`config.mk`:
```
export PLATFORM = sky130hd
export DESIGN_NAME = ubx_frame_parser
export DESIGN_NICKNAME = d
export VERILOG_FILES = /design/src/rtl/core/ubxfp_pkg.sv /design/src/rtl/core/ubxfp_parser.sv /design/src/rtl/core/ubxfp_skid.sv /design/src/rtl/core/ubx_frame_parser.sv
export SDC_FILE = /design/constraint.sdc
export NUM_CORES = 1
export LEC_CHECK = 0
export ABC_AREA = 0
export BUFFER_PORTS_ARGS = -buffer_cell sky130_fd_sc_hd__buf_4
export CORE_MARGIN = 10
export CORE_UTILIZATION = 60
export CTS_CLUSTER_DIAMETER = 200
export DETAILED_ROUTE_END_ITERATION = 6
export PLACE_DENSITY = 0.8
export SETUP_SLACK_MARGIN = 0.5
export SLEW_MARGIN = 40
export SYNTH_ARGS = -nofsm -noshare
export SYNTH_HDL_FRONTEND = slang
export SYNTH_SLANG_ARGS = --single-unit
```
`constraint.sdc`:
```
create_clock -name clk -period 6.2 [get_ports clk]
set_clock_uncertainty 0.05 [all_clocks]
set_input_delay 0 -clock clk [delete_from_list [all_inputs] [get_ports clk]]
set_output_delay 0 -clock clk [all_outputs]
set_load 0.1 [all_outputs]
```
`src/rtl/core/ubxfp_pkg.sv`:
```
`default_nettype none

package ubxfp_pkg;

	localparam int unsigned BYTE_W  = 8;
	localparam int unsigned LEN_W   = 16;
	localparam int unsigned KIND_W  = 2;
	localparam int unsigned CFG_IDX_W = 1;
	localparam int unsigned TDATA_W = 72;

	localparam logic [BYTE_W-1:0] SYNC_FIRST_RST  = 8'hB5;
	localparam logic [BYTE_W-1:0] SYNC_SECOND_RST = 8'h62;

	typedef enum logic [CFG_IDX_W-1:0] {
		CFG_SYNC_FIRST  = 1'b0,
		CFG_SYNC_SECOND = 1'b1
	} cfg_index_t;

	typedef enum logic [KIND_W-1:0] {
		KIND_PAYLOAD  = 2'd0,
		KIND_SUM_GOOD = 2'd1,
		KIND_SUM_BAD  = 2'd2
	} kind_t;

	typedef struct packed {
		kind_t             kind;
		logic [BYTE_W-1:0] frame_class;
		logic [BYTE_W-1:0] frame_id;
		logic [LEN_W-1:0]  frame_length;
		logic [LEN_W-1:0]  byte_index;
		logic [BYTE_W-1:0] payload_byte;
		logic [BYTE_W-1:0] sum_a_received;
		logic [BYTE_W-1:0] sum_b_received;
	} result_t;

endpackage

`default_nettype wire

```
`src/rtl/core/ubxfp_parser.sv`:
```
`default_nettype none

module ubxfp_parser
	import ubxfp_pkg::*;
(
	input  wire logic              clk,
	input  wire logic              arst_n,
	input  wire logic              cfg_we,
	input  wire logic [CFG_IDX_W-1:0] cfg_index,
	input  wire logic [BYTE_W-1:0] cfg_data,
	input  wire logic              fire,
	input  wire logic [BYTE_W-1:0] data_s1,
	output logic                   res_valid,
	output result_t                res
);

	typedef enum logic [3:0] {
		PH_HUNT1   = 4'd0,
		PH_HUNT2   = 4'd1,
		PH_CLASS   = 4'd2,
		PH_ID      = 4'd3,
		PH_LENLO   = 4'd4,
		PH_LENHI   = 4'd5,
		PH_PAYLOAD = 4'd6,
		PH_SUMA    = 4'd7,
		PH_SUMB    = 4'd8
	} phase_t;

	logic [BYTE_W-1:0] sync_first_q;
	logic [BYTE_W-1:0] sync_second_q;
	phase_t            phase_q, phase_d;
	logic [BYTE_W-1:0] class_q, class_d;
	logic [BYTE_W-1:0] id_q, id_d;
	logic [LEN_W-1:0]  length_q, length_d;
	logic [LEN_W-1:0]  count_q, count_d;
	logic [BYTE_W-1:0] sum_a_q, sum_a_d;
	logic [BYTE_W-1:0] sum_b_q, sum_b_d;
	logic [BYTE_W-1:0] cap_a_q, cap_a_d;
	logic [BYTE_W-1:0] acc_a;
	logic [BYTE_W-1:0] acc_b;
	logic [LEN_W-1:0]  count_inc;
	logic              has_result;

	assign acc_a     = sum_a_q + data_s1;
	assign acc_b     = sum_b_q + acc_a;
	assign count_inc = count_q + LEN_W'(1);

	always_comb begin
		phase_d    = phase_q;
		class_d    = class_q;
		id_d       = id_q;
		length_d   = length_q;
		count_d    = count_q;
		sum_a_d    = sum_a_q;
		sum_b_d    = sum_b_q;
		cap_a_d    = cap_a_q;
		has_result = 1'b0;
		res.kind           = KIND_PAYLOAD;
		res.frame_class    = class_q;
		res.frame_id       = id_q;
		res.frame_length   = length_q;
		res.byte_index     = '0;
		res.payload_byte   = '0;
		res.sum_a_received = '0;
		res.sum_b_received = '0;
		case (phase_q)
			PH_HUNT1: begin
				if (data_s1 == sync_first_q)
					phase_d = PH_HUNT2;
			end
			PH_HUNT2: begin
				if (data_s1 == sync_second_q) begin
					phase_d = PH_CLASS;
					sum_a_d = '0;
					sum_b_d = '0;
				end else begin
					phase_d = PH_HUNT1;
				end
			end
			PH_CLASS: begin
				class_d = data_s1;
				sum_a_d = acc_a;
				sum_b_d = acc_b;
				phase_d = PH_ID;
			end
			PH_ID: begin
				id_d    = data_s1;
				sum_a_d = acc_a;
				sum_b_d = acc_b;
				phase_d = PH_LENLO;
			end
			PH_LENLO: begin
				length_d = {{(LEN_W-BYTE_W){1'b0}}, data_s1};
				sum_a_d  = acc_a;
				sum_b_d  = acc_b;
				phase_d  = PH_LENHI;
			end
			PH_LENHI: begin
				length_d = {data_s1, length_q[BYTE_W-1:0]};
				sum_a_d  = acc_a;
				sum_b_d  = acc_b;
				count_d  = '0;
				phase_d  = ({data_s1, length_q[BYTE_W-1:0]} == '0) ? PH_SUMA : PH_PAYLOAD;
			end
			PH_PAYLOAD: begin
				sum_a_d    = acc_a;
				sum_b_d    = acc_b;
				count_d    = count_inc;
				if (count_inc == length_q)
					phase_d = PH_SUMA;
				has_result       = 1'b1;
				res.kind         = KIND_PAYLOAD;
				res.byte_index   = count_q;
				res.payload_byte = data_s1;
			end
			PH_SUMA: begin
				cap_a_d = data_s1;
				phase_d = PH_SUMB;
			end
			PH_SUMB: begin
				phase_d            = PH_HUNT1;
				has_result         = 1'b1;
				res.kind           = ((cap_a_q == sum_a_q) && (data_s1 == sum_b_q)) ?
					KIND_SUM_GOOD : KIND_SUM_BAD;
				res.sum_a_received = cap_a_q;
				res.sum_b_received = data_s1;
			end
			default: begin
				phase_d = PH_HUNT1;
			end
		endcase
	end

	assign res_valid = fire && has_result;

	always_ff @(posedge clk or negedge arst_n) begin
		if (!arst_n) begin
			sync_first_q  <= SYNC_FIRST_RST;
			sync_second_q <= SYNC_SECOND_RST;
			phase_q       <= PH_HUNT1;
			class_q       <= '0;
			id_q          <= '0;
			length_q      <= '0;
			count_q       <= '0;
			sum_a_q       <= '0;
			sum_b_q       <= '0;
			cap_a_q       <= '0;
		end else begin
			if (cfg_we) begin
				case (cfg_index_t'(cfg_index))
					CFG_SYNC_FIRST:  sync_first_q  <= cfg_data;
					CFG_SYNC_SECOND: sync_second_q <= cfg_data;
					default: ;
				endcase
			end
			if (fire) begin
				phase_q  <= phase_d;
				class_q  <= class_d;
				id_q     <= id_d;
				length_q <= length_d;
				count_q  <= count_d;
				sum_a_q  <= sum_a_d;
				sum_b_q  <= sum_b_d;
				cap_a_q  <= cap_a_d;
			end
		end
	end

`ifndef SYNTHESIS
	a_no_fire_hold: assert property (@(posedge clk) disable iff (!arst_n)
		!fire |=> $stable(phase_q))
		else $error("frame phase changed without a consumed byte");
	a_sumb_to_hunt: assert property (@(posedge clk) disable iff (!arst_n)
		fire && (phase_q == PH_SUMB) |=> phase_q == PH_HUNT1)
		else $error("parser did not return to hunt after the second checksum byte");
	a_payload_count: assert property (@(posedge clk) disable iff (!arst_n)
		(phase_q == PH_PAYLOAD) |-> (count_q < length_q))
		else $error("payload count reached the declared length while still in payload");
`endif

endmodule

`default_nettype wire

```
`src/rtl/core/ubxfp_skid.sv`:
```
`default_nettype none

module ubxfp_skid
	import ubxfp_pkg::*;
(
	input  wire logic    clk,
	input  wire logic    arst_n,
	input  wire logic    in_valid,
	output logic         in_ready,
	input  wire result_t in_res,
	output logic         out_valid,
	input  wire logic    out_ready,
	output result_t      out_res
);

	logic    main_v_q;
	logic    skid_v_q;
	result_t main_q;
	result_t skid_q;

	assign in_ready  = !skid_v_q;
	assign out_valid = main_v_q;
	assign out_res   = main_q;

	always_ff @(posedge clk or negedge arst_n) begin
		if (!arst_n) begin
			main_v_q <= 1'b0;
			skid_v_q <= 1'b0;
		end else if (out_ready || !main_v_q) begin
			if (skid_v_q) begin
				main_v_q <= 1'b1;
				skid_v_q <= 1'b0;
			end else begin
				main_v_q <= in_valid;
			end
		end else if (in_valid && !skid_v_q) begin
			skid_v_q <= 1'b1;
		end
	end

	always_ff @(posedge clk) begin
		if (out_ready || !main_v_q) begin
			if (skid_v_q)
				main_q <= skid_q;
			else if (in_valid)
				main_q <= in_res;
		end else if (in_valid && !skid_v_q) begin
			skid_q <= in_res;
		end
	end

`ifndef SYNTHESIS
	a_skid_needs_main: assert property (@(posedge clk) disable iff (!arst_n)
		skid_v_q |-> main_v_q)
		else $error("skid entry held while the output register is empty");
	a_skid_cause: assert property (@(posedge clk) disable iff (!arst_n)
		$rose(skid_v_q) |-> $past(in_valid && main_v_q && !out_ready))
		else $error("skid entry filled without a stalled output");
	a_skid_no_push: assert property (@(posedge clk) disable iff (!arst_n)
		skid_v_q |-> !in_ready)
		else $error("new result offered while the skid entry is full");
`endif

endmodule

`default_nettype wire

```
`src/rtl/core/ubx_frame_parser.sv`:
```
// Frame parser for a two-sync-byte binary serial protocol with an 8-bit
// two-sum checksum. Received bytes enter on the s_ group, one byte per
// transfer. Each payload byte leaves on the m_ group with the frame's class,
// id, declared length and its index; after the two checksum bytes a
// frame-end transfer reports a good or bad checksum in m_tuser.
// A byte is registered at the input and processed once the output side has
// room for a result; results are registered in the output register. One
// byte per cycle is sustained while m_tready stays high; the checksum update
// is one add pair, combinational on the input register's byte. The user
// must write sync values through cfg_we, cfg_index and cfg_data only while
// the block is idle; the block itself does not enforce this. Reset restores
// the default sync values and returns the parser to hunting the first sync
// byte with all frame state cleared. When the receiver stalls, the output
// register and a one-entry skid buffer absorb results; once both are full,
// the next byte waits in the input register and s_tready falls. No byte or
// result is lost or repeated.
`default_nettype none

module ubx_frame_parser
	import ubxfp_pkg::*;
(
	input  wire logic                 clk,
	input  wire logic                 arst_n,
	input  wire logic                 cfg_we,
	input  wire logic [CFG_IDX_W-1:0] cfg_index,
	input  wire logic [BYTE_W-1:0]    cfg_data,
	input  wire logic                 s_tvalid,
	output logic                      s_tready,
	input  wire logic [BYTE_W-1:0]    s_tdata,   // data_in
	output logic                      m_tvalid,
	input  wire logic                 m_tready,
	// frame_class, frame_id, frame_length, byte_index, payload_byte,
	// sum_a_received, sum_b_received
	output logic [TDATA_W-1:0]        m_tdata,
	output logic [KIND_W-1:0]         m_tuser    // kind
);

	logic              valid_s1;
	logic [BYTE_W-1:0] data_s1;
	logic              out_free;
	logic              fire;
	logic              res_valid;
	result_t           res;
	result_t           out_res;

	assign fire     = valid_s1 && out_free;
	assign s_tready = !valid_s1 || out_free;

	always_ff @(posedge clk or negedge arst_n) begin
		if (!arst_n) begin
			valid_s1 <= 1'b0;
		end else if (s_tvalid && s_tready) begin
			valid_s1 <= 1'b1;
		end else if (fire) begin
			valid_s1 <= 1'b0;
		end
	end

	always_ff @(posedge clk) begin
		if (s_tvalid && s_tready)
			data_s1 <= s_tdata;
	end

	ubxfp_parser u_parser (
		.clk       (clk),
		.arst_n    (arst_n),
		.cfg_we    (cfg_we),
		.cfg_index (cfg_index),
		.cfg_data  (cfg_data),
		.fire      (fire),
		.data_s1   (data_s1),
		.res_valid (res_valid),
		.res       (res)
	);

	ubxfp_skid u_skid (
		.clk       (clk),
		.arst_n    (arst_n),
		.in_valid  (res_valid),
		.in_ready  (out_free),
		.in_res    (res),
		.out_valid (m_tvalid),
		.out_ready (m_tready),
		.out_res   (out_res)
	);

	assign m_tuser = out_res.kind;
	assign m_tdata = {out_res.sum_b_received, out_res.sum_a_received, out_res.payload_byte,
		out_res.byte_index, out_res.frame_length, out_res.frame_id, out_res.frame_class};

endmodule

`default_nettype wire

```
* Word level (Yosys, flattened, before mapping)
Index checks and enable logic that the tools add are counted.
Operators by class: shifts and indexed selects 0, eq/ne operators 16, $mul 0, bitwise logic cells 3, div/mod/pow operators 0, reductions and logical operators 32, add/sub/neg operators 3, muxes and demuxes 22, magnitude comparators 0
Operator list (count):
- $mux W74 | 2
- $pmux W16 S2 | 2
- $eq A8 B8 Y1 | 4
- $pmux W4 S8 | 1
- $pmux W8 S2 | 2
- $mux W24 | 1
- $reduce_and A2 Y1 | 9
- $add A16 B1 Y16 const B | 1
- $add A8 B8 Y8 | 2
- $eq A16 B16 Y1 | 1
- $eq A4 B3 Y1 const B | 4
- $logic_not A16 Y1 | 1
- $mux W16 | 1
- $reduce_bool A2 Y1 | 6
- $reduce_and A3 Y1 | 3
- $eq A4 B2 Y1 const B | 2
- $mux W4 | 2
- $mux W8 | 1
- $mux W1 | 7
- $mux W2 | 3
- $ne A2 B1 Y1 const B | 3
- $logic_and A1 B1 Y1 | 5
- $reduce_or A5 Y1 | 1
- $eq A4 B1 Y1 const B | 1
- other kinds (6) | 11
Word-level totals: ROM bits 0, output and inout bits 76, flip-flop bits (word level) 251, latch bits 0, memories 0, RAM bits 0

* Logic depth before layout (Yosys ltp)
Gate-level depths: netlist (run 1).
depth after elaboration 7, depth in mapped cells 13, gate-level depth less buffers 13

* Hierarchy
Synthesis (run 1) repeated with hierarchy kept, for this count alone.
Unflattened totals: cells, all modules 801, area total of the unflattened synthesis 11389.7 sq um
Modules (own cells, without submodules):
- ubxfp_parser | instances 1, sequential area each 2312.2 sq um, cells each 548, area an instance 5595.4 sq um
- ubxfp_skid | instances 1, sequential area each 4494.3 sq um, cells each 240, area an instance 5494.0 sq um
- ubx_frame_parser | instances 1, sequential area each 265.3 sq um, cells each 13, area an instance 300.3 sq um

* Worst setup path after synthesis (run 1)
Ideal clock, no wire load.
kind reg-to-reg, start point register u_skid.skid_v_q, end point register u_skid.main_q, in the netlist u_skid.out_res[0] (enable), data required time 5619 ps, path buffers 3, data arrival time 4876 ps, setup time 531 ps, path slack 743 ps, stages on the path, launching flop included 6, cells stage by stage dfrtp_1 > clkbuf_1 > clkbuf_1 > clkbuf_1 > a211oi_1 > a21oi_1
On the way: longest elaborated chain between the ends 5
Ends and longest elaborated chain:
- from (decl) | RTL line ubxfp_skid.sv:17 | logic skid_v_q;
- from (signal assigned) | RTL line ubxfp_skid.sv:28 | skid_v_q <= 1'b0;
- from (signal assigned) | RTL line ubxfp_skid.sv:32 | skid_v_q <= 1'b0;
- from (signal assigned) | RTL line ubxfp_skid.sv:37 | skid_v_q <= 1'b1;
- $logic_not A1 Y1 | RTL line ubxfp_skid.sv:21 | assign in_ready = !skid_v_q;
- $logic_and A1 B1 Y1 | RTL line ubx_frame_parser.sv:46 | assign fire = valid_s1 && out_free;
- $logic_and A1 B1 Y1 | RTL line ubxfp_parser.sv:134 | assign res_valid = fire && has_result;
- $reduce_bool A2 Y1 (no source line) (*)
- $reduce_and A2 Y1 (no source line) (*)
- to (signal assigned) | RTL line ubxfp_skid.sv:44 | main_q <= skid_q;
- to (signal assigned) | RTL line ubxfp_skid.sv:46 | main_q <= in_res;
- to (decl) | RTL line ubxfp_skid.sv:18 | result_t main_q;
Every way passes the cells marked *; elsewhere a longest branch is shown, timed or not. A chain may end at the register's enable or synchronous reset.

* Worst setup path in the final report (run 1)
start point register data_s1[0], end point register u_parser.sum_b_q[7]
On the way: longest elaborated chain between the ends 3, elaborated cells between the ends (all ways) 6, classes of those cells 2 x add/sub; 2 x eq/ne; 1 x mux; 1 x reduce/logical
Ends and longest elaborated chain:
- from (decl) | RTL line ubx_frame_parser.sv:39 | logic [BYTE_W-1:0] data_s1;
- from (signal assigned) | RTL line ubx_frame_parser.sv:61 | data_s1 <= s_tdata;
- $add A8 B8 Y8 / $eq A8 B8 Y1 (equally long branches) | RTL line ubxfp_parser.sv:44, ubxfp_parser.sv:72
- $add A8 B8 Y8 / $ne A2 B1 Y1 (equally long branches)
- $pmux W8 S2 / $reduce_and A3 Y1 (equally long branches)
- to (signal assigned) | RTL line ubxfp_parser.sv:163 | sum_b_q <= sum_b_d;
- to (decl) | RTL line ubxfp_parser.sv:37 | logic [BYTE_W-1:0] sum_b_q, sum_b_d;
Parallel ways exist; a longest one is shown, timed or not.

==> results of run 1 <==
layer usage:
metal  vias to the layer above  track usage  wire (microns)
li1                       3302            -               -
met1                      3444        0.249            9790
met2                       225        0.335           11900
met3                        45       0.0425            1630
met4                         0       0.0508             472
met5                         -            0               0
worst register-to-register path, cell delays in order, from the launching register on:
cell      delay, ns
edfxtp_1       0.63
ha_1           0.36
fa_1           0.44
a21o_1         0.19
a21oi_1        0.22
o21bai_1       0.09
a21oi_1        0.17
xnor2_1        0.17
ha_1           0.22
nor3_1         0.05
o21a_1         0.12
or4_4          0.49
a211o_1        0.31
o211ai_2       0.06
final cells by class:
| class | count | area share |
|---|---|---|
| clock inverter | 13 | 0.00732 |
| sequential | 251 | 0.537 |
| inverter | 9 | 0.00257 |
| multi-input combinational | 529 | 0.302 |
| timing repair buffer | 127 | 0.0779 |
| clock buffer | 33 | 0.0506 |
| tap | 229 | 0.0218 |
layout by cell type (no fill, tap or decap), types with 7 or more instances in the layout:
master         instances
xor2_1                10
nor3_1                12
inv_1                  9
and3_1                27
buf_4                103
nor2b_1                7
a21oi_1               20
xnor2_1               51
dfstp_2                8
clkbuf_1               7
nand2_1               66
nand3_1               13
clkbuf_16             25
o21ai_0               53
ha_1                  15
edfxtp_1             156
dfrtp_1               86
a22o_1                 8
mux2_2               114
dlygate4sd3_1         21
nor2_1                24
nand2b_1               7
and2_1                22
nand4_1               12
flip-flops by register name, indices dropped and copies added (netlist names):
name	count
u_skid.out_res	74
u_skid.skid_q	74
u_parser.count_q	16
u_parser.length_q	16
data_s1	8
u_parser.cap_a_q	8
u_parser.class_q	8
u_parser.id_q	8
u_parser.sum_a_q	8
u_parser.sum_b_q	8
u_parser.sync_first_q	8
u_parser.sync_second_q	8
u_parser.phase_q	4
u_skid.out_valid	1
u_skid.skid_v_q	1
valid_s1	1
cells by family after synthesis:
family	share of synthesized area
AO/OA/AOI/OAI	0.0661
buffers and inverters	0.0197
multiplexers	0.114
AND/OR/NAND/NOR	0.103
XOR/XNOR	0.0476
flip-flops	0.630
adder cells (fa/ha/maj)	0.0203
worst paths after layout:
check                                                        end                            start  depth (start not counted)
max                              u_parser.sum_b_q[7]$_DFFE_PN0P_             data_s1[0]$_DFFE_PP_                         13
min                              u_parser.sum_b_q[6]$_DFFE_PN0P_                           arst_n                          2
max reg2reg                      u_parser.sum_b_q[7]$_DFFE_PN0P_             data_s1[0]$_DFFE_PP_                         13
min reg2reg                          u_skid.skid_q[67]$_DFFE_PP_  u_parser.class_q[3]$_DFFE_PN0P_                          0
max in group asynchronous   u_parser.sync_first_q[2]$_DFFE_PN1P_                           arst_n                          3
min in group clk           u_parser.sync_second_q[3]$_DFFE_PN0P_                           cfg_we                          3
power breakdown:
| part | switching [mW] | internal, mW | total, mW | leakage, nW |
|---|---|---|---|---|
| Clock | 0.610 | 0.799 | 1.41 | 0.368 |
| Sequential | 0.0344 | 1.79 | 1.83 | 2.62 |
| Combinational | 0.0599 | 0.0657 | 0.126 | 2.19 |
| Total | 0.705 | 2.66 | 3.36 | 5.17 |
timing repair:
item	CTS	global route
hold buffers	21	0
hold endpoints to repair	87	0
setup endpoints to repair	0	0
==> flow_metrics.py, run 1 <==
metrics = {
    "setup_path": {
        "cp.arrival_ns": 4.03,
        "cp_slowest_stage_delay_ns": 0.63,
        "end_kind": "flop",
        "path_buf_inv": 0,
        "critical_path_required_ns": 6.59,
        "crit_path_start_kind": "flop",
        "worstPathMaxFanout": 12,
        "path_class": "reg2reg",
        "worstPathCellList": "ha_1 -> fa_1 -> a21o_1 -> a21oi_1 -> o21bai_1 -> a21oi_1 -> xnor2_1 -> ha_1 -> nor3_1 -> o21a_1 -> or4_4 -> a211o_1 -> o211ai_2",
        "cp_slowest_cell": "edfxtp_1",
        "r2r_slack_ns": 2.56,
        "cp_top_family": "compound AO/OA/AOI/OAI gates",
    },
    "global_route": {
        "grt_pass1_wl_microns": 39000,
        "grt.total_usage": 0.196,
        "grt_start_max_net_pins": 78,
        "grt.overflow.total": 0,
        "antenna_found_initial": 0,
        "grt_pass1_vias": 7249,
    },
    "power": {
        "vdd_ir_drop_max_mv": 0.219,
        "finalPower_mw": 3.36,
        "power_density_mw_per_mm2": 255,
        "p_leak_nw": 5.17,
    },
    "layout": {
        "instances_no_fill": 1191,
        "antenna_cells": 0,
        "area_growth_pct": 17.2,
        "multi_input_area_sq_mm": 0.00398,
        "final_util": 0.723,
        "fillers": 1179,
        "final-seq-area_sq_mm": 0.00707,
        "design_area_sq_mm": 0.0132,
        "final_nets": 982,
        "drive_gt1_frac": 0.286,
    },
    "placed_design": {
        "place_hpwl_microns": 15800,
        "place_area_sq_mm": 0.0122,
        "place.gp.congestion": 0.911,
        "pre_cts_ws_ns": 2.61,
        "io_buffers": 97,
        "place_inst": 1123,
    },
    "sta": {
        "drv_slew": 0,
        "finalSetupTns_ns": 0,
        "finalCritPeriodShare": 0.587,
        "final-setup-viol-count": 0,
        "finalHoldViolations": 0,
        "setup_slack_ns": 2.56,
        "timing.hold.ws_ns": 0.00366,
        "fin_crit_ns": 3.64,
        "timing.fmax_ghz": 0.275,
        "tightest_slew_ns": 0.797,
        "relSlewSlack": 0.469,
        "rsz0062_at_grt": "false",
    },
    "logic_synthesis": {
        "yosysMostFrequentCell": "edfxtp_1",
        "syn_area_sq_mm": 0.0112,
        "synth_seq_cells": 251,
        "ys_seq_area_frac": 0.630,
        "yosys-top-cells-count": "edfxtp_1, mux2_2, dfrtp_1",
        "syn_nets": 873,
        "synthCells": 834,
        "synth-edff-count": 156,
        "ys_top_cells_by_area": "edfxtp_1, dfrtp_1, mux2_2",
        "yosys.area.top_type": "edfxtp_1",
        "ys_types": 60,
        "postSynthAreaPerCell_sq_um": 13.5,
        "ys.warnings.count": 0,
        "async_reset_ff_frac": 0.378,
        "synth_top_flop_cell": "edfxtp_1",
        "synth_top_area_share": 0.417,
    },
    "flow_run": {
        "maxCapViolations": 0,
    },
    "clock_network": {
        "cts_tree": "yes",
        "cts_max_path_buffers": 3,
        "cts-resized-gates": 0,
        "clk_latency_ns": 0.52,
        "root_buffer": "clkbuf_16",
        "post_cts.repair.setup_buffers": 0,
        "clock-sinks": 251,
        "htree_levels": 1,
        "cts_buffers": 25,
        "path_clk_slew_ns": 0.06,
    },
    "drt": {
        "vias_per_cell": 5.89,
        "wl_microns": 23800,
        "vias": 7016,
        "ant_nets": 0,
        "dr.first_iter.drc_count": 480,
        "wl_per_cell_microns": 20.0,
        "first_pass_iters": 5,
        "drc": 0,
    },
    "floorplan": {
        "dieWidth_microns": 157,
        "ios": 98,
        "die-area_sq_mm": 0.0246,
        "start_util": 0.617,
        "num_rows": 49,
        "die_h_microns": 157,
        "fp.coreArea_sq_mm": 0.0182,
    },
    "status": {
        "status": "complete, no violations",
    },
    "min_path": {
        "hold_class": "in2async",
    },
}
Power figures use the tool's default switching activity.
==> run 2: changes to the inputs <==
Settings changed: CORE_UTILIZATION 60 to 54, PLACE_DENSITY 0.8 to 0.76.
Clock period 6.2 ns to 3 ns, I/O delays scaled along.
==> run 2 against run 1 <==
The run now ends with hold timing, setup timing left. Hold slack worse by 0.024 ns. First-iteration DRC count is 11% higher. Worst setup slack worse by 2.6 ns. Clock-buffer cell count is 5 higher. Critical path depth is 1 lower. Clock power is 110% higher. Design area is 2.7% higher. Non-clock buffer count is 18 higher. Sequential share of layout area is 1.4 points lower. Register-to-register slack worse by 2.6 ns. Wire length is 2.7% higher. Global-route usage is 1.5 points lower.
==> flow_metrics.py, run 2 (synthesis gave the netlist of run 1 again) <==
metrics = {
    "clock_network": {
        "path_clk_slew_ns": 0.06,
        "root_buffer": "clkbuf_16",
        "htree_levels": 1,
        "cts_tree": "yes",
        "cts_buffers": 26,
        "clk_latency_ns": 0.52,
        "clock-sinks": 251,
        "cts_max_path_buffers": 3,
    },
    "status": {
        "status": "finished with violations",
        "violations": "hold timing, setup timing",
    },
    "global_route": {
        "grt_start_max_net_pins": 73,
        "grt.overflow.total": 0,
        "antenna_found_initial": 0,
        "grt.total_usage": 0.181,
        "grt_pass1_wl_microns": 39200,
        "grt_pass1_vias": 7211,
    },
    "placed_design": {
        "place.gp.congestion": 0.898,
        "io_buffers": 97,
        "place_hpwl_microns": 16000,
        "place_area_sq_mm": 0.0124,
    },
    "drt": {
        "drc": 0,
        "vias_per_cell": 5.64,
        "wl_microns": 24400,
        "wl_per_cell_microns": 19.5,
        "ant_nets": 0,
        "first_pass_iters": 5,
        "dr.first_iter.drc_count": 531,
        "vias": 7065,
    },
    "sta": {
        "timing.hold.ws_ns": -0.0207,
        "finalSetupTns_ns": -0.0313,
        "setup_slack_ns": -0.0313,
        "tightest_slew_ns": 0.748,
        "fin_crit_ns": 3.03,
        "drv_slew": 0,
        "relSlewSlack": 0.500,
        "timing.fmax_ghz": 0.330,
        "final-setup-viol-count": 1,
        "finalCritPeriodShare": 1.01,
        "rsz0062_at_grt": "true",
        "finalHoldViolations": 12,
    },
    "floorplan": {
        "num_rows": 52,
        "die-area_sq_mm": 0.0270,
        "die_h_microns": 164,
        "ios": 98,
        "dieWidth_microns": 164,
        "fp.coreArea_sq_mm": 0.0204,
        "start_util": 0.552,
    },
    "setup_path": {
        "critical_path_required_ns": 3.39,
        "crit_path_start_kind": "flop",
        "path_class": "reg2reg",
        "worstPathMaxFanout": 3,
        "path_buf_inv": 1,
        "cp_slowest_cell": "or4_4",
        "r2r_slack_ns": -0.03,
        "cp.arrival_ns": 3.42,
        "end_kind": "flop",
        "worstPathCellList": "ha_4 -> fa_2 -> a21o_1 -> a21oi_2 -> buf_4 -> xnor2_2 -> ha_1 -> o21ai_2 -> o21a_1 -> or4_4 -> a211o_1 -> o211ai_2",
        "cp_top_family": "compound AO/OA/AOI/OAI gates",
        "cp_slowest_stage_delay_ns": 0.49,
    },
    "flow_run": {
        "maxCapViolations": 0,
    },
    "layout": {
        "design_area_sq_mm": 0.0135,
        "antenna_cells": 0,
        "fillers": 1454,
        "final_common_cell": "edfxtp_1",
        "mostFrequentLayoutCells": "edfxtp_1, buf_4, mux2_2",
        "drive_gt1_frac": 0.322,
        "final_nets": 1001,
        "area_growth_pct": 20.3,
    },
    "power": {
        "sw_frac_of_total": 0.208,
        "power.share.clock": 0.427,
        "intPower_mw": 5.61,
        "power_density_mw_per_mm2": 523,
        "p_leak_nw": 5.27,
        "vdd_ir_drop_max_mv": 0.449,
        "p_switching_mw": 1.47,
        "p_comb_frac": 0.043,
        "seqPwrFrac": 0.530,
    },
    "min_path": {
        "hold_class": "in2async",
    },
}
-- run 2: cell types whose count changed in the layout (fill, tap and decap cells not counted), moves of 3 or more --
cell       change
ha_1           -3
buf_4         +18
a21oi_1        -3
clkbuf_16      +3
-- run 2: path summary, 6_finish.rpt --
path                            depth (start not counted)                               endpoint                       startpoint
worst max-delay path                                   12        u_parser.sum_b_q[7]$_DFFE_PN0P_             data_s1[0]$_DFFE_PP_
worst min-delay path                                    2        u_parser.sum_a_q[7]$_DFFE_PN0P_                           arst_n
worst max register to register                         12        u_parser.sum_b_q[7]$_DFFE_PN0P_             data_s1[0]$_DFFE_PP_
worst min register to register                          0            u_skid.skid_q[71]$_DFFE_PP_  u_parser.class_q[7]$_DFFE_PN0P_
max in group asynchronous                               3   u_parser.sync_first_q[7]$_DFFE_PN1P_                           arst_n
min in group clk                                        3  u_parser.sync_second_q[4]$_DFFE_PN0P_                           cfg_we
-- run 2: area by class of cell --
| type | instances | area (sq um) | area share |
|---|---|---|---|
| sequential | 251 | 7080 | 0.523 |
| multi-input combinational | 529 | 4100 | 0.303 |
| timing repair buffer | 145 | 1160 | 0.0859 |
| clock buffer | 38 | 758 | 0.0561 |
| tap | 270 | 338 | 0.0250 |
| clock inverter | 10 | 51.3 | 0.00379 |
| inverter | 9 | 33.8 | 0.00250 |
-- run 2: timing repair --
| action | in CTS | in global routing |
|---|---|---|
| gates resized for setup | 0 | 16 |
| buffers inserted | 1 | 4 |
| cloned | 0 | 0 |
| hold buffers | 21 | 0 |
| pin swaps | 2 | 6 |
| hold endpoints to repair | 95 | 0 |
| setup endpoints to repair | 3 | 4 |
-- run 2: through the flow --
step	power (mW)	cells	utilization	setup slack, ns
after floorplan	3.98	834	-	0.109
after global placement	4.08	1178	0.608	0.0502
after detailed placement	4.09	1178	0.608	-0.0318
after CTS	7.12	1248	0.659	-0.0284
after global routing	7.31	1252	0.664	-0.184
final	7.07	1252	0.664	-0.0313
-- run 2: power by group through the flow --
stage | sequential [mW] | combinational [mW] | clock, mW
after floorplan | 3.80 | 0.179 | 0
after global placement | 3.81 | 0.265 | 0
after global routing | 3.75 | 0.336 | 3.22
final | 3.75 | 0.304 | 3.02
after detailed placement | 3.82 | 0.269 | 0
after CTS | 3.75 | 0.295 | 3.08
-- run 2: routing by layer --
| layer | up-vias | track usage | share of wire |
|---|---|---|---|
| li1 | 3322 | - | - |
| met5 | - | 0 | 0 |
| met3 | 48 | 0.0335 | 0.052 |
| met1 | 3489 | 0.234 | 0.43 |
| met4 | 0 | 0.0455 | 0.024 |
| met2 | 206 | 0.309 | 0.49 |
